### src/hdl/move_immediate_encoder_assert.svh
// Assertion macros shared by the move immediate encoder modules.
`ifndef MOVE_IMMEDIATE_ENCODER_ASSERT_SVH
`define MOVE_IMMEDIATE_ENCODER_ASSERT_SVH
`ifndef ASSERT_OFF
`define MIE_ASSERT(lbl, prop, msg) \
    lbl: assert property (@(posedge clk) disable iff (!rst_n) prop) else $error(msg);
`define MIE_ASSERT_NEVER(lbl, expr, msg) \
    lbl: assert property (@(posedge clk) disable iff (!rst_n) !(expr)) else $error(msg);
`else
`define MIE_ASSERT(lbl, prop, msg)
`define MIE_ASSERT_NEVER(lbl, expr, msg)
`endif
`endif

### src/hdl/mie_pkg.sv
// Types, opcodes and constants of the move immediate encoder.
package mie_pkg;

    localparam int QUEUE_DEPTH = 2;

    localparam logic FUNC_X = 1'b0;
    localparam logic FUNC_W = 1'b1;

    localparam logic [31:0] OP_MOVN_X = 32'h9280_0000;
    localparam logic [31:0] OP_MOVK_X = 32'hF280_0000;
    localparam logic [31:0] OP_MOVZ_X = 32'hD280_0000;
    localparam logic [31:0] OP_MOVZ_W = 32'h5280_0000;
    localparam logic [31:0] OP_MOVK_W = 32'h7280_0000;
    localparam logic [15:0] PIECE_ONES = 16'hFFFF;

    typedef struct packed {
        logic        func;
        logic [4:0]  dest_reg;
        logic [63:0] imm_value;
    } item_t;

    typedef struct packed {
        logic [31:0] insn_word;
        logic        last;
    } insn_t;

    // Classified item: which pieces to emit, and whether the leading word is MOVN.
    typedef struct packed {
        logic             func;
        logic [4:0]       dest_reg;
        logic [3:0][15:0] pieces;
        logic             invert;
        logic [3:0]       mask;
    } plan_t;

endpackage

### src/hdl/mie_front.sv
// Front end: accepts an item and classifies it into an emission plan.
module mie_front (
    input  logic           item_valid,
    output logic           item_stall,
    input  mie_pkg::item_t item,
    input  logic           q_full,
    output logic           push,
    output mie_pkg::plan_t push_plan
);
    import mie_pkg::*;

    logic [3:0][15:0] pieces;
    logic [3:0]       nz;
    logic [3:0]       nones;
    logic [2:0]       nz_cnt;
    logic [2:0]       nones_cnt;
    logic             use_movn;
    logic [3:0]       x_mask;
    logic [3:0]       w_mask;

    assign item_stall = q_full;
    assign push       = item_valid && !q_full;

    always_comb
    begin
        pieces = item.imm_value;
        for (int i = 0; i < 4; i++)
        begin
            nz[i]    = (pieces[i] != 16'h0000);
            nones[i] = (pieces[i] != PIECE_ONES);
        end
        nz_cnt    = 3'($countones(nz));
        nones_cnt = 3'($countones(nones));
        use_movn  = (nones_cnt < nz_cnt);

        // Zero or all-ones values still need one word for piece 0.
        x_mask = use_movn ? nones : nz;
        if (x_mask == 4'b0000)
        begin
            x_mask = 4'b0001;
        end

        // Zero low half with a live high half: a single shifted MOVZ.
        if (nz[1] && !nz[0])
        begin
            w_mask = 4'b0010;
        end
        else
        begin
            w_mask = {2'b00, nz[1], 1'b1};
        end

        push_plan.func     = item.func;
        push_plan.dest_reg = item.dest_reg;
        push_plan.pieces   = pieces;
        push_plan.invert   = (item.func == FUNC_X) && use_movn;
        push_plan.mask     = (item.func == FUNC_W) ? w_mask : x_mask;
    end

endmodule

### src/hdl/mie_queue.sv
// Short plan queue between the front end and the word sequencer.
module mie_queue #(
    parameter int Depth = mie_pkg::QUEUE_DEPTH
) (
    input  logic           clk,
    input  logic           rst_n,
    input  logic           push,
    input  mie_pkg::plan_t push_plan,
    output logic           full,
    input  logic           pop,
    output logic           head_valid,
    output mie_pkg::plan_t head_plan
);
    import mie_pkg::*;

    `include "move_immediate_encoder_assert.svh"

    localparam int PtrW = (Depth > 1) ? $clog2(Depth) : 1;
    localparam int CntW = $clog2(Depth + 1);

    plan_t            entries_reg [Depth];
    logic [PtrW-1:0]  wr_ptr_reg;
    logic [PtrW-1:0]  wr_ptr_next;
    logic [PtrW-1:0]  rd_ptr_reg;
    logic [PtrW-1:0]  rd_ptr_next;
    logic [CntW-1:0]  count_reg;
    logic [CntW-1:0]  count_next;
    logic             do_push;
    logic             do_pop;

    assign full       = (count_reg == CntW'(Depth));
    assign head_valid = (count_reg != '0);
    assign head_plan  = entries_reg[rd_ptr_reg];
    assign do_push    = push && !full;
    assign do_pop     = pop && head_valid;

    always_comb
    begin
        wr_ptr_next = wr_ptr_reg;
        rd_ptr_next = rd_ptr_reg;
        count_next  = count_reg;
        if (do_push)
        begin
            wr_ptr_next = (wr_ptr_reg == PtrW'(Depth - 1)) ? '0 : wr_ptr_reg + 1'b1;
        end
        if (do_pop)
        begin
            rd_ptr_next = (rd_ptr_reg == PtrW'(Depth - 1)) ? '0 : rd_ptr_reg + 1'b1;
        end
        if (do_push && !do_pop)
        begin
            count_next = count_reg + 1'b1;
        end
        else if (do_pop && !do_push)
        begin
            count_next = count_reg - 1'b1;
        end
    end

    always_ff @(posedge clk or negedge rst_n)
    begin
        if (!rst_n)
        begin
            wr_ptr_reg <= '0;
            rd_ptr_reg <= '0;
            count_reg  <= '0;
        end
        else
        begin
            wr_ptr_reg <= wr_ptr_next;
            rd_ptr_reg <= rd_ptr_next;
            count_reg  <= count_next;
        end
    end

    always_ff @(posedge clk)
    begin
        if (do_push)
        begin
            entries_reg[wr_ptr_reg] <= push_plan;
        end
    end

    `MIE_ASSERT(a_count_bound, count_reg <= CntW'(Depth), "queue count beyond depth")
    `MIE_ASSERT(a_push_full, push && full |=> count_reg == CntW'(Depth), "push lost on full queue")
    `MIE_ASSERT(a_pop_empty, pop && !head_valid |=> count_reg == '0 || $past(push), "pop from empty queue")

endmodule

### src/hdl/mie_back.sv
// Back end: steps through a plan and emits one instruction word per cycle while insn_stall is low.
module mie_back (
    input  logic           clk,
    input  logic           rst_n,
    input  logic           head_valid,
    input  mie_pkg::plan_t head_plan,
    output logic           pop,
    output logic           insn_valid,
    input  logic           insn_stall,
    output mie_pkg::insn_t insn
);
    import mie_pkg::*;

    `include "move_immediate_encoder_assert.svh"

    logic        cur_valid_reg;
    plan_t       cur_plan_reg;
    logic        cur_first_reg;
    logic        out_valid_reg;
    insn_t       out_reg;
    insn_t       out_next;
    logic        advance;
    logic        emit;
    logic        done;
    logic        load;
    logic [1:0]  idx;
    logic [3:0]  sel;
    logic [15:0] piece;
    logic [15:0] imm16;
    logic [31:0] base;
    logic        last_word;

    assign advance = !out_valid_reg || !insn_stall;
    assign emit    = advance && cur_valid_reg;
    assign done    = emit && last_word;
    assign load    = (!cur_valid_reg || done) && head_valid;
    assign pop     = load;

    assign insn_valid = out_valid_reg;
    assign insn       = out_reg;

    always_comb
    begin
        // Lowest pending piece goes next; the first one is the leading MOVZ or MOVN.
        if (cur_plan_reg.mask[0])
        begin
            idx = 2'd0;
        end
        else if (cur_plan_reg.mask[1])
        begin
            idx = 2'd1;
        end
        else if (cur_plan_reg.mask[2])
        begin
            idx = 2'd2;
        end
        else
        begin
            idx = 2'd3;
        end
        sel       = 4'b0001 << idx;
        last_word = ((cur_plan_reg.mask & ~sel) == 4'b0000);
        piece     = cur_plan_reg.pieces[idx];
        imm16     = (cur_first_reg && cur_plan_reg.invert) ? ~piece : piece;

        if (cur_plan_reg.func == FUNC_W)
        begin
            base = cur_first_reg ? OP_MOVZ_W : OP_MOVK_W;
        end
        else if (cur_first_reg)
        begin
            base = cur_plan_reg.invert ? OP_MOVN_X : OP_MOVZ_X;
        end
        else
        begin
            base = OP_MOVK_X;
        end

        out_next.insn_word = base | {9'b0, idx, imm16, cur_plan_reg.dest_reg};
        out_next.last      = last_word;
    end

    always_ff @(posedge clk or negedge rst_n)
    begin
        if (!rst_n)
        begin
            cur_valid_reg <= 1'b0;
            cur_first_reg <= 1'b0;
            out_valid_reg <= 1'b0;
        end
        else
        begin
            if (load)
            begin
                cur_valid_reg <= 1'b1;
                cur_first_reg <= 1'b1;
            end
            else if (done)
            begin
                cur_valid_reg <= 1'b0;
            end
            else if (emit)
            begin
                cur_first_reg <= 1'b0;
            end
            if (advance)
            begin
                out_valid_reg <= cur_valid_reg;
            end
        end
    end

    always_ff @(posedge clk)
    begin
        if (load)
        begin
            cur_plan_reg <= head_plan;
        end
        else if (emit)
        begin
            // Drop the piece just emitted.
            cur_plan_reg.mask <= cur_plan_reg.mask & ~sel;
        end
        if (emit)
        begin
            out_reg <= out_next;
        end
    end

    `MIE_ASSERT(a_mask_live, cur_valid_reg |-> cur_plan_reg.mask != 4'b0000, "active plan with no pieces")
    `MIE_ASSERT(a_emit_shows, emit |=> insn_valid, "emitted word not presented")
    `MIE_ASSERT(a_mid_seq, emit && !last_word |=> cur_valid_reg && !cur_first_reg, "sequence cut short")
    `MIE_ASSERT_NEVER(a_w_no_movn, cur_valid_reg && cur_plan_reg.func == FUNC_W && cur_plan_reg.invert, "MOVN planned in W mode")

endmodule

### src/hdl/move_immediate_encoder.sv
// Move immediate encoder: one item in, one to four MOVZ/MOVN/MOVK words out.
// The first word passes through the plan queue, the sequencer's plan register and the output register.
// Throughput: one word per cycle while insn_stall is low; an item yields 1 to 4 words,
// sent one after another from the sequencer's single output register.
// The plan queue holds QueueDepth items so intake continues while words drain.
// Reset (rst_n low, asynchronous) empties the queue, the sequencer and the output register.
module move_immediate_encoder #(
    parameter int QueueDepth = mie_pkg::QUEUE_DEPTH
) (
    input  logic           clk,
    input  logic           rst_n,
    input  logic           item_valid,
    output logic           item_stall,
    input  mie_pkg::item_t item,
    output logic           insn_valid,
    input  logic           insn_stall,
    output mie_pkg::insn_t insn
);
    import mie_pkg::*;

    logic  q_full;
    logic  push;
    plan_t push_plan;
    logic  pop;
    logic  head_valid;
    plan_t head_plan;

    mie_front u_front (
        .item_valid (item_valid),
        .item_stall (item_stall),
        .item       (item),
        .q_full     (q_full),
        .push       (push),
        .push_plan  (push_plan)
    );

    mie_queue #(
        .Depth (QueueDepth)
    ) u_queue (
        .clk        (clk),
        .rst_n      (rst_n),
        .push       (push),
        .push_plan  (push_plan),
        .full       (q_full),
        .pop        (pop),
        .head_valid (head_valid),
        .head_plan  (head_plan)
    );

    mie_back u_back (
        .clk        (clk),
        .rst_n      (rst_n),
        .head_valid (head_valid),
        .head_plan  (head_plan),
        .pop        (pop),
        .insn_valid (insn_valid),
        .insn_stall (insn_stall),
        .insn       (insn)
    );

endmodule

### config.mk
export PLATFORM = sky130hd
export DESIGN_NAME = move_immediate_encoder
export DESIGN_NICKNAME = d
export VERILOG_FILES = /design/src/hdl/mie_pkg.sv /design/src/hdl/mie_front.sv /design/src/hdl/mie_queue.sv /design/src/hdl/mie_back.sv /design/src/hdl/move_immediate_encoder.sv
export VERILOG_INCLUDE_DIRS = /design/src /design/src/hdl
export SDC_FILE = /design/constraint.sdc
export NUM_CORES = 1
export LEC_CHECK = 0
export ABC_AREA = 1
export CAP_MARGIN = 20
export CORE_UTILIZATION = 25
export CTS_BUF_LIST = sky130_fd_sc_hd__clkbuf_4 sky130_fd_sc_hd__clkbuf_8
export DETAILED_ROUTE_END_ITERATION = 10
export DONT_BUFFER_PORTS = 1
export SLEW_MARGIN = 20
export SYNTH_ARGS = -nofsm -noshare
export SYNTH_HDL_FRONTEND = slang
export SYNTH_SLANG_ARGS = --single-unit
### constraint.sdc
create_clock -name clk -period 8.99 [get_ports clk]
set_clock_uncertainty 0.2 [all_clocks]
set_input_delay 1.798 -clock clk [delete_from_list [all_inputs] [get_ports clk]]
set_output_delay 1.798 -clock clk [all_outputs]
set_load 0.01 [all_outputs]
Yosys cells after proc, flatten, opt, wreduce, memory -nomap -nowiden
Memory sizes are Yosys's and may differ from the RTL's.
Index checks and enable logic that the tools add are counted.
{"block": "word_totals", "n_memories": 1, "ff_bits": 115, "out_inout_bits": 35, "word_cells": 99, "ram_bits": 150}
{"name": "u_queue.entries_reg", "depth": 2, "width": 75, "rd": 1, "rd_ports_with_merged_regs": 0, "wr": 1, "line_no": "mie_queue.sv:21", "source": "plan_t entries_reg [Depth];"}
{"block": "classes", "order_cmp": 2, "eq_ne": 6, "shifts": 1, "reduce_logical": 31, "n_bitwise": 5, "add_sub_neg": 10, "muxes": 27}
{"operator": "$mux W32", "n": 2}
{"operator": "$ne A16 B16 Y1 const B", "n": 4}
{"operator": "$reduce_bool A16 Y1", "n": 4}
{"operator": "$bmux W16 S2", "n": 1}
{"operator": "$mux W16", "n": 2}
{"operator": "$or A32 B23 Y32", "n": 1}
{"operator": "$mux W31", "n": 1}
{"operator": "$mux W30", "n": 1}
{"operator": "$mux W4", "n": 5}
{"operator": "$not A16 Y16", "n": 1}
{"operator": "$logic_and A1 B1 Y1", "n": 11}
{"operator": "$mux W1", "n": 10}
{"operator": "$mux W2", "n": 5}
{"operator": "$add A1 B1 Y2", "n": 4}
{"operator": "$logic_not A4 Y1", "n": 2}
{"operator": "$reduce_bool A2 Y1", "n": 4}
{"operator": "$logic_not A1 Y1", "n": 7}
{"operator": "$add A3 B3 Y3", "n": 2}
{"operator": "$and A4 B4 Y4", "n": 1}
{"operator": "$not A4 Y4", "n": 1}
{"operator": "$shl A1 B2 Y4 const A", "n": 1}
{"operator": "$lt A2 B3 Y1 const B", "n": 1}
{"operator": "$lt A3 B3 Y1", "n": 1}
{"operator": "$add A1 B1 Y1 const B", "n": 2}
{"operator": "other kinds (7)", "n": 8}

Logic depth before layout (Yosys ltp)
{"block": "depth", "word_depth": 14, "ltp_mapped": 20, "ltp_nobuf": 20}

Modules after synthesis
A second synthesis with hierarchy kept.
{"block": "hier_totals", "hier_cells": 991, "area_unflattened_um2": 11237.0}
{"mod": "mie_queue", "cells_each": 424, "instances": 1, "area_each_um2": 5701.7}
{"mod": "mie_back", "cells_each": 327, "instances": 1, "area_each_um2": 4231.6}
{"mod": "mie_front", "cells_each": 240, "instances": 1, "area_each_um2": 1303.8}

Worst setup path after synthesis
OpenSTA, ideal clock, no wires.
{"block": "synth_timing", "path_type": "input-to-reg", "start": "input item_valid", "end": "memory u_queue.entries_reg[1][0] in the netlist's numbering, enable pin", "path_stages": 2, "arrival_ps": 5091, "required_time_ps": 8280, "path_slack_ps": 3189, "path_buffers": 0, "path_cell_list": "o21ai_0 -> nor2_1"}
{"block": "synth_between", "elab_chain_cells": 4}
{"element": "start: declaration", "line_no": "move_immediate_encoder.sv:12", "source": "input logic item_valid,"}
{"element": "$logic_and A1 B1 Y1", "line_no": "mie_front.sv:22", "source": "assign push = item_valid && !q_full;"}
{"element": "$logic_and A1 B1 Y1", "line_no": "mie_queue.sv:34", "source": "assign do_push = push && !full;"}
{"element": "$mux W1", "line_no": "mie_queue.sv:78", "source": "if (do_push)"}
{"element": "$mux W1 (implied by the code)", "line_no": "mie_queue.sv:80", "source": "entries_reg[wr_ptr_reg] <= push_plan;"}
{"element": "end: declaration", "line_no": "mie_queue.sv:21"}
Every way passes these cells.

==> flow_summary_export.csv <==
group,metric,value,unit
drt,ant_nets,0,
die,die_area,42200,um^2
drt,drt_iter0_drc,544,
cts,clk_pin_slew,0.05,ns
cts,clock_path_buffers,3,
pwr,p_leak,4.39,nW
drt,routed_via_density,4.21,
drt,vias,5995,
cts,cts-buffers-inserted,41,
global_routing,grt_pass1_vias,5835,
place,dp_hpwl,16300,um
cts,clock_sinks,259,
yosys,syn-cell-area,10300,um^2
die,start_util,25.3,%
global_routing,antenna_found_initial,0,
cts,post_cts_buffers,0,
layout,areaGrowthSynthToFinish,13.8,%
timing,tightestPinTransition,1.02,ns
timing,final_max_slew_viol_count,0,
yosys,postSynthCellCount,841,
die,die_x,205,um
cts,root_buffer,"clkbuf_8",
worst_setup_path,critPathRequiredTime,9.08,ns
layout,final_common_cell,"nand2_1",
worst_setup_path,cp-start-kind,"input port",
worst_setup_path,crit_arrival,4.59,ns
layout,fin_nets,949,
timing,final.period_utilization,50.1,%
yosys,yosys_register_bits,259,
layout,multi_input_area,2360,um^2
global_routing,gr-total-overflow,0,
layout,design_area,11800,um^2
worst_setup_path,cp_cell_sequence,"nand4_1 > or2_2 > nor2_1 > inv_1 > ha_1 > ha_1 > fa_1 > ha_1 > nand2_1 > inv_1 > nand2_1 > nand2_1 > inv_1 > nand2_1 > nand2_1 > nand3_1 > nand2_1 > nand2_1 > nand2_1",
global_routing,grt_max_degree,78,
timing,grt_setup_unrepaired,"no",
worst_setup_path,r2r_start,"u_back.cur_plan_reg[0]",
die,die_h,205,um
yosys,synth_warnings,0,
yosys,syn_area_per_cell,12.3,um^2
worst_setup_path,cp.buffers_inverters,3,
drt,dr.pass1.iters,5,
layout,largest_reg_flops,150,
pwr,power.total,4.25,mW
cts,cts_hold_buf,0,
cts,clkLatencyLatePin,0.54,ns
worst_setup_path,slowest_delay,0.43,ns
worst_setup_path,crit_path_max_fanout,6,
worst_setup_path,reg2reg_to,"u_back.cur_plan_reg[20]",
hold_path,hold_path_end,"u_back.insn[3]",
pwr,peakVddDrop,0.153,mV
pwr,powerDensity,361,nW/um^2
drt,post_drt_wl_per_cell,16.7,um
hold_path,hp-class,"reg2reg",
worst_setup_path,cp_top_family,"simple AND/OR/NAND/NOR gates",
worst_setup_path,crit_path_frequent_cell,"nand2_1",
place,port-buffer-count,0,
status,status,"finished, final reports clean",
global_routing,grt_use_total,11.4,%
timing,hold_viol,0,
cts,ctsResizeCount,0,
worst_setup_path,crit_type,"in2reg",
timing,max-slew-margin-rel,32.2,%
die,core_area,40800,um^2
layout,drive_above_1_share,10.3,%
timing,setup_viol,0,
run,cap_violations,0,
layout,n_fill_cell,4133,
timing,max_freq,222,MHz
layout,num_antenna_cells,0,
drt,wl,23700,um
hold_path,hp-start,"u_back.cur_plan_reg[71]",
worst_setup_path,critPathSlowestCell,"fa_1",
global_routing,grt_pass1_wl,35100,um
timing,min_period,4.50,ns
yosys,yosysSeqAreaShare,74.9,%
layout,regArea,7750,um^2
layout,layout_common_cells,"nand2_1, edfxtp_1, nor2_1",
drt,drc,0,
worst_setup_path,r2r_cells,10,
die,io_pins,109,
die,rows,74,
place,placed_area,10900,um^2
cts,cts_tree,"built",
place,place_congestion,0.855,
worst_setup_path,r2r_slack,5.02,ns
hold_path,whs_path_depth,0,
cts,htree_num_levels,2,
worst_setup_path,endpoint_kind,"flip-flop",
yosys,synth_cell_types,26,
timing,fin_tns_setup,0,ns
## area by class of cell
class / instances / share of cell area [%]
tap: 532 / 5.66
timing repair buffer: 6 / 0.383
multi-input combinational: 522 / 20.1
sequential: 259 / 65.8
inverter: 33 / 1.05
clock buffer: 65 / 6.49
clock inverter: 8 / 0.532
## worst max-delay path by stage
stage          cells past startpoint  startpoint                         to  slack [ns]
5_1_grt                           19    item[10]  u_queue.entries_reg[0][0]        4.27
4_1_cts                           19    item[14]  u_queue.entries_reg[0][0]        4.54
6_report                          19    item[10]  u_queue.entries_reg[0][0]        4.49
3_5_place_dp                      19    item[14]  u_queue.entries_reg[0][0]        3.97
2_1_floorplan                      2  item_valid  u_queue.entries_reg[1][0]        3.19
3_3_place_gp                      19    item[14]  u_queue.entries_reg[0][0]        4.06
## power breakdown
part	internal (mW)	switching [mW]
registers	1.96	0.231
logic	0.259	0.791
clock network	0.566	0.443
## synthesized netlist by cell type
master / number / area (um^2)
nor3_2: 1 / 10.0
o21ai_0: 14 / 70.1
or2_2: 2 / 12.5
nand2_2: 1 / 6.26
conb_1: 2 / 7.51
a21oi_2: 1 / 8.76
inv_2: 3 / 11.3
clkbuf_1: 16 / 60.1
buf_1: 4 / 15.0
nand2_1: 332 / 1250
o211ai_1: 16 / 120
inv_1: 30 / 113
xnor2_1: 1 / 8.76
a21oi_1: 4 / 20.0
nor2_4: 1 / 11.3
dfrtp_1: 7 / 175
ha_1: 10 / 125
edfxtp_1: 252 / 7570
nand3_1: 29 / 145
nor2_1: 79 / 297
nand4_1: 3 / 18.8
buf_2: 5 / 25.0
buf_4: 6 / 45.0
xor2_1: 17 / 149
nand2_4: 3 / 33.8
fa_1: 2 / 40.0
## per-layer routing
metal  global-route usage, %  routed length [um]  vias up
li1                        -                   -     2882
met1                    14.9               10500     2865
met2                    17.9               10900      205
met3                    3.47                1750       43
met4                    3.76                 549        0
met5                       0                   0        -
## cells by family after synthesis
kind of cell    synth area share, %
compound gates                 2.12
xor+xnor                       1.52
fa+ha+maj                      1.60
buf+inv                        2.60
flops                          74.9
other cells                  0.0726
simple gates                   17.2
## per-stage QoR
stage                     instances  hold WS [ns]  utilization [%]  setup slack (ns)
after global placement         1352         0.202             26.8              4.06
after CTS                      1425         0.219             28.8              4.54
after global routing           1425         0.230             28.8              4.27
after floorplan                 845         0.200                -              3.19
final                          1425         0.217             28.8              4.49
after detailed placement       1352         0.205             26.8              3.97
Note: power is estimated with default switching activity, not from simulation.
